File: src/rtl/core/bsa_pkg.sv
// ----------------------------------------------------------------------------
// bsa_pkg
// Shared types and constants for the bitmap slot allocator.
// ----------------------------------------------------------------------------
package bsa_pkg;

  localparam int OP_W     = 3;
  localparam int SLOT_W   = 11;
  localparam int STATUS_W = 2;
  localparam int WORD_W   = 8;   // bitmap bits per memory word
  localparam int WSEL_W   = 3;   // bit select inside one word
  localparam int SCAN_W   = SLOT_W - WSEL_W;

  typedef enum logic [OP_W-1:0] {
    OP_TEST  = 3'd0,
    OP_FIND  = 3'd1,
    OP_CLAIM = 3'd2,
    OP_SET   = 3'd3,
    OP_CLEAR = 3'd4
  } op_t;

  typedef enum logic [STATUS_W-1:0] {
    ST_OK        = 2'd0,
    ST_NOT_FOUND = 2'd1,
    ST_USED      = 2'd2,
    ST_RANGE     = 2'd3
  } status_t;

  typedef enum logic [1:0] {
    S_CLEAR,
    S_IDLE,
    S_WORK
  } state_t;

  // position of the lowest clear bit; only meaningful when one exists
  function automatic logic [WSEL_W-1:0] first_zero(input logic [WORD_W-1:0] w);
    logic [WSEL_W-1:0] pos;
    pos = '0;
    for (int i = WORD_W - 1; i >= 0; i--) begin
      if (!w[i]) begin
        pos = WSEL_W'(i);
      end
    end
    return pos;
  endfunction

endpackage

File: src/rtl/core/bsa_bitmap_ram.sv
// ----------------------------------------------------------------------------
// bsa_bitmap_ram
// Bitmap storage, one write port and one read port with registered read data.
// ----------------------------------------------------------------------------
module bsa_bitmap_ram
  import bsa_pkg::*;
#(
  parameter int DEPTH = 128,
  parameter int AW    = 7
) (
  input  logic              clk,
  input  logic              we,
  input  logic [AW-1:0]     waddr,
  input  logic [WORD_W-1:0] wdata,
  input  logic              re,
  input  logic [AW-1:0]     raddr,
  output logic [WORD_W-1:0] rdata_r
);

  logic [WORD_W-1:0] mem [DEPTH];

  always_ff @(posedge clk) begin
    if (we) begin
      mem[waddr] <= wdata;
    end
  end

  always_ff @(posedge clk) begin
    if (re) begin
      rdata_r <= mem[raddr];
    end
  end

endmodule

File: config.mk
export PLATFORM = sky130hd
export DESIGN_NAME = bsa_bitmap_ram
export DESIGN_NICKNAME = d
export VERILOG_FILES = /design/src/rtl/core/bsa_pkg.sv /design/src/rtl/core/bsa_bitmap_ram.sv
export SDC_FILE = /design/constraint.sdc
export NUM_CORES = 1
export LEC_CHECK = 0
export BUFFER_PORTS_ARGS = -buffer_cell sky130_fd_sc_hd__buf_2
export CAP_MARGIN = 20
export CORE_MARGIN = 5
export CORE_UTILIZATION = 60
export CTS_CLUSTER_SIZE = 8
export DETAILED_ROUTE_END_ITERATION = 7
export PLACE_DENSITY = 0.76
export SLEW_MARGIN = 40
export SYNTH_ARGS = -nofsm -noshare
export SYNTH_HDL_FRONTEND = slang
export SYNTH_SLANG_ARGS = --single-unit
export TNS_END_PERCENT = 50
File: constraint.sdc
create_clock -name clk -period 3.7 [get_ports clk]
set_input_delay 0.185 -clock clk [delete_from_list [all_inputs] [get_ports clk]]
set_output_delay 0.185 -clock clk [all_outputs]
set_load 0.01 [all_outputs]
==> impl_metrics.csv, run 1 <==
group,metric,value,unit
pwr,switching_share,0.2104,
clocking,cts_buffer_depth,3,
route,vias_per_cell,7.022,
timing,timing.final.crit_share,0.7013,
clocking,numCtsBuffers,146,
timing,max_freq,385.4,MHz
placed_design,portBuffers,32,
pwr,p_int,0.02049,W
floorplanning,die_h,267.4,um
timing,tightest_slew,0.9061,ns
status,outcome,"finished with violations",
floorplanning,rows,94,
finish,stdcell_count,2711,
floorplanning,die_area,71490,sq um
clocking,cts_hold_buf,1,
finish,mostFrequentLayoutCells,"1032 x edfxtp_1, 336 x mux4_2, 147 x clkbuf_16",
route,vias,19037,
grt,grt_max_degree,113,
pwr,power_switching,0.005459,W
timing,final-setup-viol-count,0,
finish,drive_gt1_frac,0.3637,
clocking,cts-root-buf,"clkbuf_16",
placed_design,dpl.hpwl,52.14,mm
yosys,ys_ff_latch,1032,
route,firstDrtPassIters,6,
finish,fin_util,0.6943,
hold_path,hold_depth,1,
clocking,clock_latency,0.73,ns
clocking,cts_resized,0,
placed_design,routabilityCongestion,0.8270,
hold_path,min_from,"wdata[5]",
critical_path,rr_worst_depth,4,
status,violations,"hold timing",
timing,slew_violations,0,
route,drtIter0Drc,2671,
yosys,synth.distinct_cells,16,
grt,grt.overflow.total,0,
pwr,combPwrFrac,0.047,
clocking,h-tree-depth,4,
clocking,clock_sinks,1032,
yosys,syn_avg_cell_area,24.31,sq um
hold_path,hold_class,"in2reg",
yosys,synth_top_area_share,0.7797,
timing,period_minus_slack,2.595,ns
route,post_drt_wl_per_cell,35.45,um
pwr,peakVddDrop,0.0005835,V
hold_path,min_to,"mem[93][5]",
critical_path,worstPathRequired,4.18,ns
floorplanning,num_io_pins,33,
timing,setup_tns,0,ns
timing,skew,0.02933,ns
critical_path,critPathKind,"reg2reg",
timing,maxSlewHeadroom,0.3937,
finish,area_delta_synth_final,14.85,%
yosys,ys_warn_count,0,
critical_path,r2r-end,"rdata_r[6]",
critical_path,r2r-start,"mem[119][6]",
clocking,cts_tree,"built",
route,totalWireLength,96.10,mm
placed_design,dpl.cell_count,2545,
grt,grt_usage,0.2761,
run,maxCapViolCount,0,
clocking,clk_pin_slew_worst_paths,0.05,ns
yosys,synth_area,39750,sq um
clocking,post_cts_buffers,0,
finish,final_common_cell,"edfxtp_1",
yosys,synth_area_leader_cell,"edfxtp_1",
yosys,syn_inst,1635,
pwr,leakage,14.27,nW
yosys,synth_fp_nets,1660,
pwr,p_total,0.02594,W
grt,antenna_found_initial,2,
critical_path,end_kind,"register",
floorplanning,die_w,267.4,um
grt,grt_pass1_vias,19984,
critical_path,worstPathMaxFanout,1,
timing,hold_viol,4,
critical_path,worstPathArrival,3.08,ns
critical_path,r2r_slack,1.11,ns
floorplanning,core,65750,sq um
pwr,p_clk_frac,0.452,
grt,grt_pass1_wl,140.1,mm
finish,finalNetCount,1857,
yosys,seq_area_frac_synth,0.7797,
pwr,power_frac_seq,0.500,
yosys,synthTopCellsByArea,"edfxtp_1 78%, mux4_2 19%, nor2_1 1.2%",
timing,grt_setup_unrepaired,"false",
route,ant_nets,0,
floorplanning,start_util,0.6045,
critical_path,startpoint_type,"register",
timing,hold_ws,-0.02376,ns
pwr,p_per_area,568.4,nW/um^2
route,drcViolationCount,0,
## worst max-delay path, stage by stage, from the launching register on
cell      delay (ns)
edfxtp_1        0.40
mux4_2          0.54
mux4_2          0.57
mux4_2          0.54
mux2_2          0.29
## cells by family (layout without fill, tap and decap cells)
logic type / count (synthesis) / after routing / share of synthesized area
buffers and inverters: 89 / 299 / 0.01011
multiplexers: 344 / 344 / 0.1927
flip-flops: 1032 / 1032 / 0.7797
other: 0 / 2 / 0
AND/OR/NAND/NOR: 170 / 170 / 0.01753
## layer usage
metal	vias to the layer above	part of all wire	GRT usage
met5	-	0.00028	0
met3	216	0.10	0.06899
li1	7366	-	-
met1	10119	0.36	0.3853
met2	1332	0.50	0.4365
met4	4	0.038	0.1022
## through the flow
stage	setup slack, ns	area, sq um
after floorplan	0.8717	39750
after global placement	0.5994	41580
after detailed placement	0.5704	41610
after CTS	1.108	45540
after global routing	1.101	45640
final	1.105	45650
## synth_stat cells, drive strengths merged
master,instances
buf,45
clkbuf,44
edfxtp,1032
mux2,8
mux4,336
nand2,14
nand2b,2
nand3,12
nand4,3
nor2,122
nor2b,7
nor3,9
or3,1
## cell type report
class                   instances  area [sq um]
fillers                      3605         20100
clock inverters                14         236.5
clock buffers                 147          3679
diodes                          2         5.005
well taps                     864          1081
multi-input cells             514          8429
repair buffers                138          1226
flip-flops and latches       1032         30990
## registers in the layout, summed over array words and instances, names as in the netlist
name     flops
rdata_r      8
mem       1024
## worst max path at each step
stage,start,to,cells after the start
floorplan,raddr[0],rdata_r[0],6
global route,mem[118][6],rdata_r[6],4
global placement,raddr[0],rdata_r[7],7
CTS,mem[101][5],rdata_r[5],4
finish,mem[119][6],rdata_r[6],4
detailed placement,raddr[0],rdata_r[1],7
## power groups by stage
stage	sequential, W	clock [W]	combinational [W]
floorplan	0.0132	0	0.000653
global placement	0.0132	0	0.00116
detailed placement	0.0132	0	0.00120
CTS	0.0130	0.0118	0.00122
global route	0.0130	0.0124	0.00128
finish	0.0130	0.0117	0.00123
Power figures use the tool's default switching activity.
==> inputs of run 2 (changes only) <==
Clock period 3.7 ns to 2.55 ns, I/O delays scaled along.
==> run 2 against run 1 <==
Net effect: the flow finishes with violations (setup timing); final area is 2.5% higher; clock power is 45% higher; global-route usage is 0.96 points higher; die area stayed put; combinational power is 55% higher; largest power group unchanged; highest routed layer unchanged.
==> impl_metrics.csv, run 2 (synthesized netlist as in run 1, its figures left out) <==
group,metric,value,unit
status,outcome,"finished with violations",
status,violations,"setup timing",
critical_path,worstPathMaxFanout,1,
pwr,leakage,15.03,nW
clocking,post_cts_buffers,0,
placed_design,portBuffers,32,
finish,stdcell_area,46770,sq um
route,drtIter0Drc,2875,
timing,grt_setup_unrepaired,"true",
grt,grt_max_degree,70,
clocking,clock_sinks,1032,
timing,final-setup-viol-count,6,
timing,tightest_slew,0.8574,ns
clocking,h-tree-depth,4,
finish,largest_registers,"mem: 1024 flops, rdata_r: 8 flops",
timing,hold_ws,0.01817,ns
clocking,cts-root-buf,"clkbuf_16",
grt,antenna_found_initial,5,
clocking,cts_buffer_depth,3,
clocking,numCtsBuffers,146,
finish,mostFrequentLayoutCells,"1032 x edfxtp_1, 336 x mux4_2, 200 x buf_4",
critical_path,end_kind,"register",
finish,area_delta_synth_final,17.66,%
pwr,power_switching,0.007711,W
timing,slew_violations,0,
pwr,power_frac_seq,0.499,
route,ant_nets,0,
run,maxCapViolCount,0,
floorplanning,die_h,267.4,um
clocking,clk_pin_slew_worst_paths,0.05,ns
route,firstDrtPassIters,5,
timing,skew,0.02040,ns
finish,largest_reg_flops,1024,
floorplanning,die_w,267.4,um
critical_path,worstPathRequired,3.00,ns
grt,grt.overflow.total,0,
pwr,switching_share,0.2042,
timing,period_minus_slack,2.642,ns
floorplanning,num_io_pins,33,
finish,drive_gt1_frac,0.3864,
floorplanning,die_area,71490,sq um
pwr,combPwrFrac,0.051,
pwr,p_per_area,807.3,nW/um^2
timing,timing.final.crit_share,1.036,
floorplanning,core,65750,sq um
grt,grt_pass1_vias,20706,
timing,setup_ws,-0.09182,ns
finish,top_register,"mem",
pwr,p_int,0.03004,W
clocking,clock_latency,0.71,ns
pwr,peakVddDrop,0.0008416,V
route,drcViolationCount,0,
timing,hold_viol,0,
hold_path,hold_class,"in2reg",
clocking,cts_tree,"built",
placed_design,post_dp_cell_area,42740,sq um
finish,finalNetCount,1984,
route,post_drt_wl_per_cell,34.67,um
route,vias,19463,
grt,grt_usage,0.2856,
critical_path,worstPathArrival,3.10,ns
placed_design,dpl.hpwl,56.46,mm
timing,max_freq,378.5,MHz
route,totalWireLength,98.39,mm
critical_path,critPathKind,"reg2reg",
grt,grt_pass1_wl,145.0,mm
critical_path,startpoint_type,"register",
pwr,p_clk_frac,0.451,
floorplanning,rows,94,
placed_design,routabilityCongestion,0.8463,
route,vias_per_cell,6.858,
floorplanning,start_util,0.6045,
finish,final_common_cell,"edfxtp_1",
timing,maxSlewHeadroom,0.4284,
-- run 2: cell count changes in the layout (fill, tap and decap cells not counted), moves of 4 or more --
| cell | previous run | this run |
|---|---|---|
| nor2_1 | 95 | 122 |
| dlygate4sd3_1 | 2 | 8 |
| buf_6 | 4 | 0 |
| clkbuf_16 | 147 | 152 |
| buf_12 | 14 | 34 |
| buf_4 | 92 | 200 |
| nor2_2 | 27 | 0 |
-- run 2: final timing paths --
| kind | endpoint | startpoint | depth (start not counted) | slack [ns] |
|---|---|---|---|---|
| worst min-delay path | mem[47][0] | wdata[0] | 1 | 0.02 |
| worst max-delay path | rdata_r[3] | mem[86][3] | 4 | -0.09 |
| worst min register to register | rdata_r[2] | mem[122][2] | 4 | 1.23 |
| worst max register to register | rdata_r[3] | mem[86][3] | 4 | -0.09 |
-- run 2: power groups by stage --
stage	Combinational (W)	Sequential [W]	Clock [W]
global route	0.00199	0.0188	0.0181
floorplan	0.000977	0.0191	0
finish	0.00191	0.0188	0.0170
detailed placement	0.00184	0.0191	0
global placement	0.00179	0.0191	0
CTS	0.00190	0.0188	0.0172
-- run 2: repair_timing --
item | in CTS | in global routing
endpoints found under the setup margin | 6 | 7
endpoints found under the hold margin | 163 | 8
gates cloned | 0 | 0
hold buffers | 7 | 1
gates resized for setup | 3 | 0
-- run 2: critical path, stage by stage, from the launching register on --
cell and delay (ns):
edfxtp_1 0.41, mux4_2 0.54, mux4_2 0.55, mux4_2 0.58, mux2_4 0.31
-- run 2: area by class of cell --
cell class                 instances  area, sq um
sequential                      1032        30990
fill                            3491        18980
multi-input combinational        514         8366
clock buffer                     152         3804
timing repair buffer             265         2397
tap                              864         1081
clock inverter                     9        123.9
antenna                            2        5.005
-- run 2: stage by stage --
stage               setup TNS [ns]  setup slack [ns]  power (W)    util  std cells
floorplan                        0          0.004169    0.02011       -       1635
global placement            -3.271           -0.4621    0.02092  0.6501       2667
detailed placement          -3.346           -0.4946    0.02097  0.6501       2667
CTS                        -0.2534          -0.08574    0.03797  0.7111       2835
global route               -0.3228          -0.09034    0.03891  0.7112       2836
finish                     -0.2639          -0.09182    0.03776  0.7113       2838
-- run 2: metal layers --
metal	vias up	share of wire	global-route usage
li1	7624	-	-
met1	10257	0.35	0.3813
met2	1325	0.51	0.4662
met3	249	0.10	0.07506
met4	8	0.040	0.1058
met5	-	0.00060	0
==> inputs of run 3 (changes only) <==
Settings changed: BUFFER_PORTS_ARGS -buffer_cell sky130_fd_sc_hd__buf_2 to unset, CORE_ASPECT_RATIO set to 1.75, DONT_BUFFER_PORTS set to 1, SKIP_CTS_REPAIR_TIMING set to 1.
==> run 3 against run 2 <==
Net effect: the run ends with hold timing, setup timing left; clock skew increased by 0.0031 ns; worst setup slack got worse by 0.052 ns; register-to-register slack got worse by 0.05 ns; combinational power decreased by 28%; critical path type unchanged; critical endpoint is now rdata_r[2]; highest routed layer unchanged.
==> impl_metrics.csv, run 3 (synthesized netlist as in run 1, its figures left out) <==
group,metric,value,unit
pwr,p_per_area,815.2,nW/um^2
critical_path,startpoint_type,"register",
grt,antenna_found_initial,3,
floorplanning,num_io_pins,33,
route,drtIter0Drc,1968,
grt,grt_pass1_vias,19734,
clocking,clock_latency,0.70,ns
route,vias_per_cell,6.713,
timing,skew,0.02351,ns
floorplanning,die_w,204.6,um
route,vias,18393,
finish,finalNetCount,1860,
run,maxCapViolCount,0,
critical_path,path_cells,"mux4_2, mux4_2, mux4_2, mux2_2",
route,ant_nets,0,
grt,grt_usage,0.2662,
timing,period_minus_slack,2.694,ns
critical_path,rr_worst_depth,4,
status,outcome,"finished with violations",
timing,hold_ws,-0.3250,ns
placed_design,dpl.hpwl,50.92,mm
route,firstDrtPassIters,5,
critical_path,end_kind,"register",
hold_path,hold_class,"in2reg",
critical_path,r2r-start,"mem[79][2]",
clocking,h-tree-depth,4,
grt,grt_max_degree,257,
floorplanning,rows,125,
finish,drive_gt1_frac,0.3431,
clocking,cts_tree,"built",
timing,max_freq,371.2,MHz
placed_design,dp_slack,-0.1177,ns
route,totalWireLength,93.18,mm
critical_path,critPathMaxStageDelay,0.66,ns
finish,final_common_cell,"edfxtp_1",
finish,largest_reg_flops,1024,
status,violations,"hold timing, setup timing",
timing,setup_ws,-0.1443,ns
clocking,clk_pin_slew_worst_paths,0.05,ns
grt,grt_pass1_wl,135.9,mm
critical_path,cp_slowest_cell,"mux4_2",
pwr,p_total,0.03721,W
critical_path,crit_top_cell,"mux4_2",
timing,grt_setup_unrepaired,"true",
hold_path,min_from,"raddr[5]",
clocking,clock_sinks,1032,
clocking,numCtsBuffers,146,
critical_path,worstPathArrival,3.12,ns
floorplanning,die_area,71690,sq um
route,drcViolationCount,0,
critical_path,r2r_slack,-0.14,ns
timing,slew_violations,0,
hold_path,min_to,"rdata_r[1]",
critical_path,worstPathMaxFanout,2,
timing,final-setup-viol-count,8,
finish,top_register,"mem",
pwr,leakage,14.32,nW
hold_path,hold_depth,1,
clocking,cts-root-buf,"clkbuf_16",
timing,hold_viol,16,
timing,tightest_slew,0.8878,ns
critical_path,r2r-end,"rdata_r[2]",
timing,timing.final.crit_share,1.057,
floorplanning,start_util,0.6022,
route,post_drt_wl_per_cell,34.01,um
timing,maxSlewHeadroom,0.4059,
finish,area_delta_synth_final,14.84,%
placed_design,routabilityCongestion,0.8116,
critical_path,critPathKind,"reg2reg",
grt,grt.overflow.total,0,
placed_design,portBuffers,0,
pwr,peakVddDrop,0.0006649,V
clocking,cts_buffer_depth,3,
floorplanning,core,66000,sq um
finish,largest_registers,"mem: 1024 flops, rdata_r: 8 flops",
finish,mostFrequentLayoutCells,"1032 x edfxtp_1, 336 x mux4_2, 151 x clkbuf_16",
floorplanning,die_h,350.5,um
critical_path,worstPathRequired,2.98,ns
## run 3: changes by cell type in the layout (fill, tap and decap cells not counted), sizes merged
cell,before,now
clkbuf,152,151
dlygate4sd3,8,14
clkinv,3,4
diode,2,3
buf,257,127
## run 3: layout make-up
class / instances / area [sq um]
fill: 3855 / 20360
multi-input combinational: 514 / 8374
clock inverter: 10 / 128.9
timing repair buffer: 141 / 1254
antenna: 3 / 7.507
clock buffer: 151 / 3779
tap: 889 / 1112
sequential: 1032 / 30990
## run 3: worst max-delay path, delay by kind of cell, from the launching register on
family	cells	cell delay [ns]
flops	1	0.36
mux	4	2.07
## run 3: worst max path at each step
| stage | start | to | slack [ns] | cells past startpoint |
|---|---|---|---|---|
| after floorplan | raddr[2] | rdata_r[0] | 0.004 | 6 |
| after global placement | mem[95][2] | rdata_r[2] | -0.11 | 4 |
| after detailed placement | mem[79][4] | rdata_r[4] | -0.12 | 4 |
| after CTS | mem[79][2] | rdata_r[2] | -0.15 | 4 |
| after global routing | mem[79][2] | rdata_r[2] | -0.11 | 4 |
| final | mem[79][2] | rdata_r[2] | -0.14 | 4 |
## run 3: through the flow
| stage | util | instance area, sq um | setup TNS [ns] | instances |
|---|---|---|---|---|
| after floorplan | - | 39890 | 0 | 1635 |
| after global placement | 0.6265 | 41350 | -0.3650 | 2554 |
| after detailed placement | 0.6265 | 41350 | -0.4921 | 2554 |
| after CTS | 0.6857 | 45260 | -0.6612 | 2715 |
| after global routing | 0.6915 | 45640 | -0.6364 | 2737 |
| final | 0.6916 | 45650 | -0.5639 | 2740 |
## run 3: power breakdown
| group | internal (W) | switching (W) |
|---|---|---|
| registers | 0.0188 | 0.0000383 |
| clock network | 0.0104 | 0.00662 |
| logic | 0.000680 | 0.000701 |
| total | 0.0298 | 0.00736 |
## run 3: per-layer routing
metal | vias to the layer above | track usage | wire length [um]
met5 | - | 0 | 26
met2 | 1032 | 0.4683 | 50750
met1 | 9755 | 0.3162 | 30300
met4 | 4 | 0.1255 | 5130
li1 | 7352 | - | -
met3 | 250 | 0.05529 | 6962
